==> config.mk <==
export PLATFORM = sky130hd
export DESIGN_NAME = lld_ctrl
export DESIGN_NICKNAME = d
export VERILOG_FILES = /design/src/design/lld_pkg.sv /design/src/design/lld_ctrl.sv
export SDC_FILE = /design/constraint.sdc
export NUM_CORES = 1
export LEC_CHECK = 0
export ABC_AREA = 1
export BUFFER_PORTS_ARGS = -buffer_cell sky130_fd_sc_hd__buf_2
export CAP_MARGIN = 20
export CORE_AREA = 3 3 40 42
export CTS_CLUSTER_SIZE = 12
export DETAILED_ROUTE_END_ITERATION = 6
export DIE_AREA = 0 0 43 45
export GPL_TIMING_DRIVEN = 0
export PLACE_DENSITY = 0.59
export SLEW_MARGIN = 10
export SYNTH_ARGS = -nofsm -noshare
export SYNTH_HDL_FRONTEND = slang
export SYNTH_SLANG_ARGS = --single-unit
==> constraint.sdc <==
create_clock -name clk -period 1.09 [get_ports clk]
set_input_delay 0.109 -clock clk [delete_from_list [all_inputs] [get_ports clk]]
set_output_delay 0.109 -clock clk [all_outputs]
set_load 0.02 [all_outputs]
==> src/design/lld_pkg.sv <==
`default_nettype none
package lld_pkg;

  localparam int CMD_W = 3;
  localparam int WID_W = 4;
  localparam int CLI_W = 16;
  localparam int TAG_W = 8;
  localparam int QSZ_W = 9;
  localparam int ERR_W = 3;

  typedef enum logic [CMD_W-1:0] {
    CMD_ONLINE   = 3'd0,
    CMD_DISPATCH = 3'd1,
    CMD_COMPLETE = 3'd2,
    CMD_DISABLE  = 3'd3,
    CMD_REBORN   = 3'd4,
    CMD_POLL     = 3'd5
  } cmd_t;

  typedef enum logic [2:0] {
    KIND_DISPATCHED = 3'd0,
    KIND_COMPLETED  = 3'd1,
    KIND_STAT       = 3'd2,
    KIND_KILL       = 3'd3,
    KIND_POLL_END   = 3'd4,
    KIND_ERROR      = 3'd5
  } kind_t;

  typedef enum logic [ERR_W-1:0] {
    ERR_NONE      = 3'd0,
    ERR_NO_WORKER = 3'd1,
    ERR_TAG_BUSY  = 3'd2,
    ERR_BAD_TAG   = 3'd3,
    ERR_BAD_REBORN = 3'd4
  } err_t;

  typedef struct packed {
    logic [CMD_W-1:0] command;
    logic [WID_W-1:0] worker_id;
    logic [CLI_W-1:0] client_id;
    logic [TAG_W-1:0] request_tag;
  } in_item_t;

  typedef struct packed {
    logic [2:0]       kind;
    logic [WID_W-1:0] worker_id_out;
    logic [TAG_W-1:0] tag_out;
    logic [CLI_W-1:0] client_out;
    logic [QSZ_W-1:0] queue_size;
    logic [ERR_W-1:0] error_code;
    logic             last;
  } out_item_t;

  typedef enum logic [2:0] {
    ST_IDLE,
    ST_EXEC,
    ST_EMIT,
    ST_POLL_STAT,
    ST_POLL_KILL,
    ST_POLL_END
  } state_t;

  typedef struct packed {
    logic load;
    logic search_start;
    logic exec;
    logic scan_clear;
    logic scan_step;
    logic scan_kill;
    logic emit_stat;
    logic emit_kill;
    logic emit_end;
  } ctl_t;

  typedef struct packed {
    logic search_done;
    logic scan_done;
    logic scan_hit;
    logic res_pending;
    logic out_free;
  } sts_t;

endpackage
`default_nettype wire

==> src/design/lld_ctrl.sv <==
`default_nettype none
module lld_ctrl import lld_pkg::*; (
  input  wire logic     clk,
  input  wire logic     rst_n,
  input  wire logic     in_valid,
  output logic          in_stall,
  input  wire logic [CMD_W-1:0] in_command,
  input  wire sts_t     sts,
  output ctl_t          ctl
);
  state_t state_r, state_nxt;

  always_ff @(posedge clk) begin
    if (!rst_n) begin
      state_r <= ST_IDLE;
    end else begin
      state_r <= state_nxt;
    end
  end

  always_comb begin
    state_nxt = state_r;
    case (state_r)
      ST_IDLE: begin
        if (in_valid && !sts.res_pending) begin
          state_nxt = (in_command == CMD_POLL) ? ST_POLL_STAT : ST_EXEC;
        end
      end
      ST_EXEC: begin
        if (sts.search_done) begin
          state_nxt = ST_IDLE;
        end
      end
      ST_POLL_STAT: begin
        if (sts.scan_done) begin
          state_nxt = ST_POLL_KILL;
        end
      end
      ST_POLL_KILL: begin
        if (sts.scan_done) begin
          state_nxt = ST_POLL_END;
        end
      end
      ST_POLL_END: begin
        if (sts.out_free) begin
          state_nxt = ST_IDLE;
        end
      end
      default: state_nxt = ST_IDLE;
    endcase
  end

  always_comb begin
    ctl      = '0;
    in_stall = 1'b1;
    case (state_r)
      ST_IDLE: begin
        in_stall = sts.res_pending;
        ctl.load = in_valid && !sts.res_pending;
      end
      ST_EXEC: begin
        ctl.search_start = 1'b1;
        ctl.exec         = sts.search_done;
      end
      ST_POLL_STAT: begin
        if (sts.scan_done) begin
          ctl.scan_clear = 1'b1;
        end else if (!sts.scan_hit) begin
          ctl.scan_step = 1'b1;
        end else if (sts.out_free) begin
          ctl.emit_stat = 1'b1;
          ctl.scan_step = 1'b1;
        end
      end
      ST_POLL_KILL: begin
        ctl.scan_kill = 1'b1;
        if (!sts.scan_done) begin
          if (!sts.scan_hit) begin
            ctl.scan_step = 1'b1;
          end else if (sts.out_free) begin
            ctl.emit_kill = 1'b1;
            ctl.scan_step = 1'b1;
          end
        end
      end
      ST_POLL_END: begin
        ctl.emit_end = sts.out_free;
      end
      default: begin
      end
    endcase
  end
endmodule
`default_nettype wire

==> flow_summary.json <==
{
  "status": "complete, but fails checks",
  "violations": "negative setup slack",
  "cts.htree.levels": 1,
  "power_mw": 1.16,
  "routed_wl_um": 878,
  "intPower_mw": 0.623,
  "ioPinCount": 21,
  "crit_arrival_ps": 1170,
  "port_buffers": 20,
  "finish.cell_count_without_fillers": 102,
  "routedWlPerCell_um": 8.61,
  "finClkSkew_ps": 2.76,
  "grt_pass1_vias": 393,
  "ant_nets": 0,
  "pre_cts_ws_ps": -107,
  "die_h_um": 45,
  "reg_top3": "state_r (3)",
  "cts.sinks": 3,
  "syn_inst": 58,
  "reg2reg_from": "state_r[2]$_SDFFE_PN0P_",
  "crit_slowest_cell": "dfxtp_4",
  "dp.final_hpwl_um": 611,
  "vias_per_cell": 4.21,
  "maxCapViolCount": 0,
  "use_met2": 0.171,
  "place.gp.congestion": 0.766,
  "crit_path_end_kind": "output port",
  "cts_tree": "yes",
  "track_usage": 0.104,
  "syn_area_um2": 314,
  "antenna_found_initial": 0,
  "top_register": "state_r",
  "ir_worst_vdd_mv": 0.960,
  "post-route-period-util": 1.17,
  "syn2layout_area_growth_pct": 88.0,
  "clk_pin_slew_ps": 40,
  "synth_top_area_cell": "dfxtp_1",
  "leakage_nw": 0.335,
  "synthesis.nets": 69,
  "hold_start": "rst_n",
  "final_cell_mix": "nand2_1, buf_2, buf_4, nor2_1, inv_1",
  "nFillCells": 129,
  "first_pass_iters": 4,
  "p_sw_mw": 0.536,
  "yosys-top-cells-area": "dfxtp_1, nand2_1, nor2_1",
  "crit_type": "flip-flop to output port",
  "dieWidth_um": 43,
  "setup_violations": 13,
  "powerDensity_mw_per_mm2": 1960,
  "cts_made_buffers": 3,
  "cpMostUsedCell": "nand2_2",
  "path_cells": "nor2_4 -> nand2_2 -> nand2_2 -> nand2_4 -> a21oi_2 -> buf_4",
  "path_buf_inv": 1,
  "cpPeakStageDelay_ps": 360,
  "vias": 429,
  "path_delay_family": "flip-flops",
  "holdCritPathClass": "primary input to flip-flop",
  "relSlewSlack": 0.897,
  "global_route.usage.met3": 0.0279,
  "cts_hold_buf": 0,
  "clock-root-buffer": "clkbuf_4",
  "ys_types": 15,
  "grt_max_degree": 6,
  "largest_reg_flops": 3,
  "yosys_warnings": 0,
  "p_comb_frac": 0.632,
  "grt_overflow": 0,
  "core_mm2": 0.00128,
  "clock_path_buffers": 2,
  "top_usage_layer": "met2",
  "start_util": 0.244,
  "setup_tns_ps": -1230,
  "fin_ws_ps": -190,
  "p_seq_frac": 0.200,
  "synth-seq-area-share": 0.191,
  "max_freq_mhz": 781,
  "synth-seq-cells": 3,
  "layout-drive-gt1-share": 0.598,
  "clk_latency_ps": 230,
  "avgSynthCellArea_um2": 5.41,
  "met1_usage": 0.111,
  "finalCriticalPeriod_ps": 1280,
  "worstMarginPinSlew_ps": 154,
  "crit_fanout": 4,
  "clockPowerShare": 0.167,
  "final_nets": 99,
  "drc_errors": 0,
  "rows": 13,
  "drt-initial-drc-count": 3,
  "final_util": 0.460,
  "dp_cells": 93,
  "report.final.slew_viol_count": 0,
  "hold_viol_final": 0,
  "num_antenna_cells": 0,
  "rsz0062_at_grt": "yes",
  "cp-start-kind": "flip-flop",
  "worstPathRequired_ps": 980,
  "dieArea_mm2": 0.00194,
  "synth_top_area_frac": 0.191,
  "grt_pass1_wl_um": 1500,
  "switching_share": 0.463,
  "crit_start": "state_r[1]$_SDFFE_PN0P_"
}
-- through the flow --
stage | hold WS (ps) | instance area (um2)
after floorplan | 218 | 318
after global placement | 354 | 437
after detailed placement | 352 | 437
after CTS | 91.9 | 558
after global routing | 119 | 591
final | 103 | 591
-- worst min-delay path, cell delays in order --
cell	delay (ps)
buf_2	110
inv_1	50
a21oi_1	30
-- path summary, 6_finish.rpt --
| path | endpoint | slack (ps) | cells past startpoint |
|---|---|---|---|
| setup / recovery | ctl[4] | -190 | 6 |
| hold reg to reg | state_r[0]$_SDFFE_PN0P_ | 520 | 2 |
| hold / removal | state_r[0]$_SDFFE_PN0P_ | 100 | 3 |
| setup reg to reg | state_r[1]$_SDFFE_PN0P_ | -90 | 10 |
-- cell type report --
| class | instances | area, um2 | share of cell area |
|---|---|---|---|
| repair buffers | 25 | 175 | 0.297 |
| multi-input cells | 40 | 238 | 0.403 |
| well taps | 15 | 18.8 | 0.0318 |
| inverters | 15 | 61.3 | 0.104 |
| clock buffers | 4 | 26.3 | 0.0445 |
| flip-flops and latches | 3 | 71.3 | 0.121 |
-- per-layer routing --
metal | share of wire | vias up
met3 | 0.044 | 2
met5 | 0 | -
met1 | 0.39 | 186
met4 | 0.022 | 0
li1 | - | 230
met2 | 0.54 | 11
-- power groups by stage --
stage               clock (mW)  combinational [mW]  sequential (mW)
floorplan                    0               0.423            0.188
global placement             0               0.536            0.198
detailed placement           0               0.540            0.199
CTS                      0.205               0.699            0.227
global route             0.208               0.825            0.237
finish                   0.194               0.733            0.232
-- synth_stat cells --
library cell / number
nand2_1: 12
nor2_1: 12
inv_1: 11
nand3_1: 5
dfxtp_1: 3
inv_2: 3
a21oi_1: 2
nand2_2: 2
nand3_2: 2
clkinv_1: 1
nand2_4: 1
nand4_1: 1
nor2_2: 1
nor2_4: 1
nor3_1: 1
-- logic make-up (layout without fill, tap and decap cells) --
group,Yosys count,in the layout,synth area share
AO/OA/AOI/OAI,2,2,0.0319
buffers and inverters,15,44,0.179
flip-flops,3,3,0.191
AND/OR/NAND/NOR,38,38,0.598
-- what timing repair did --
| item | 4_1_cts | 5_1_grt |
|---|---|---|
| setup endpoints to repair | 13 | 13 |
| pin swaps | 9 | 3 |
| buffers inserted | 5 | 0 |
| gates resized for setup | 25 | 9 |
Power figures use the tool's default switching activity.
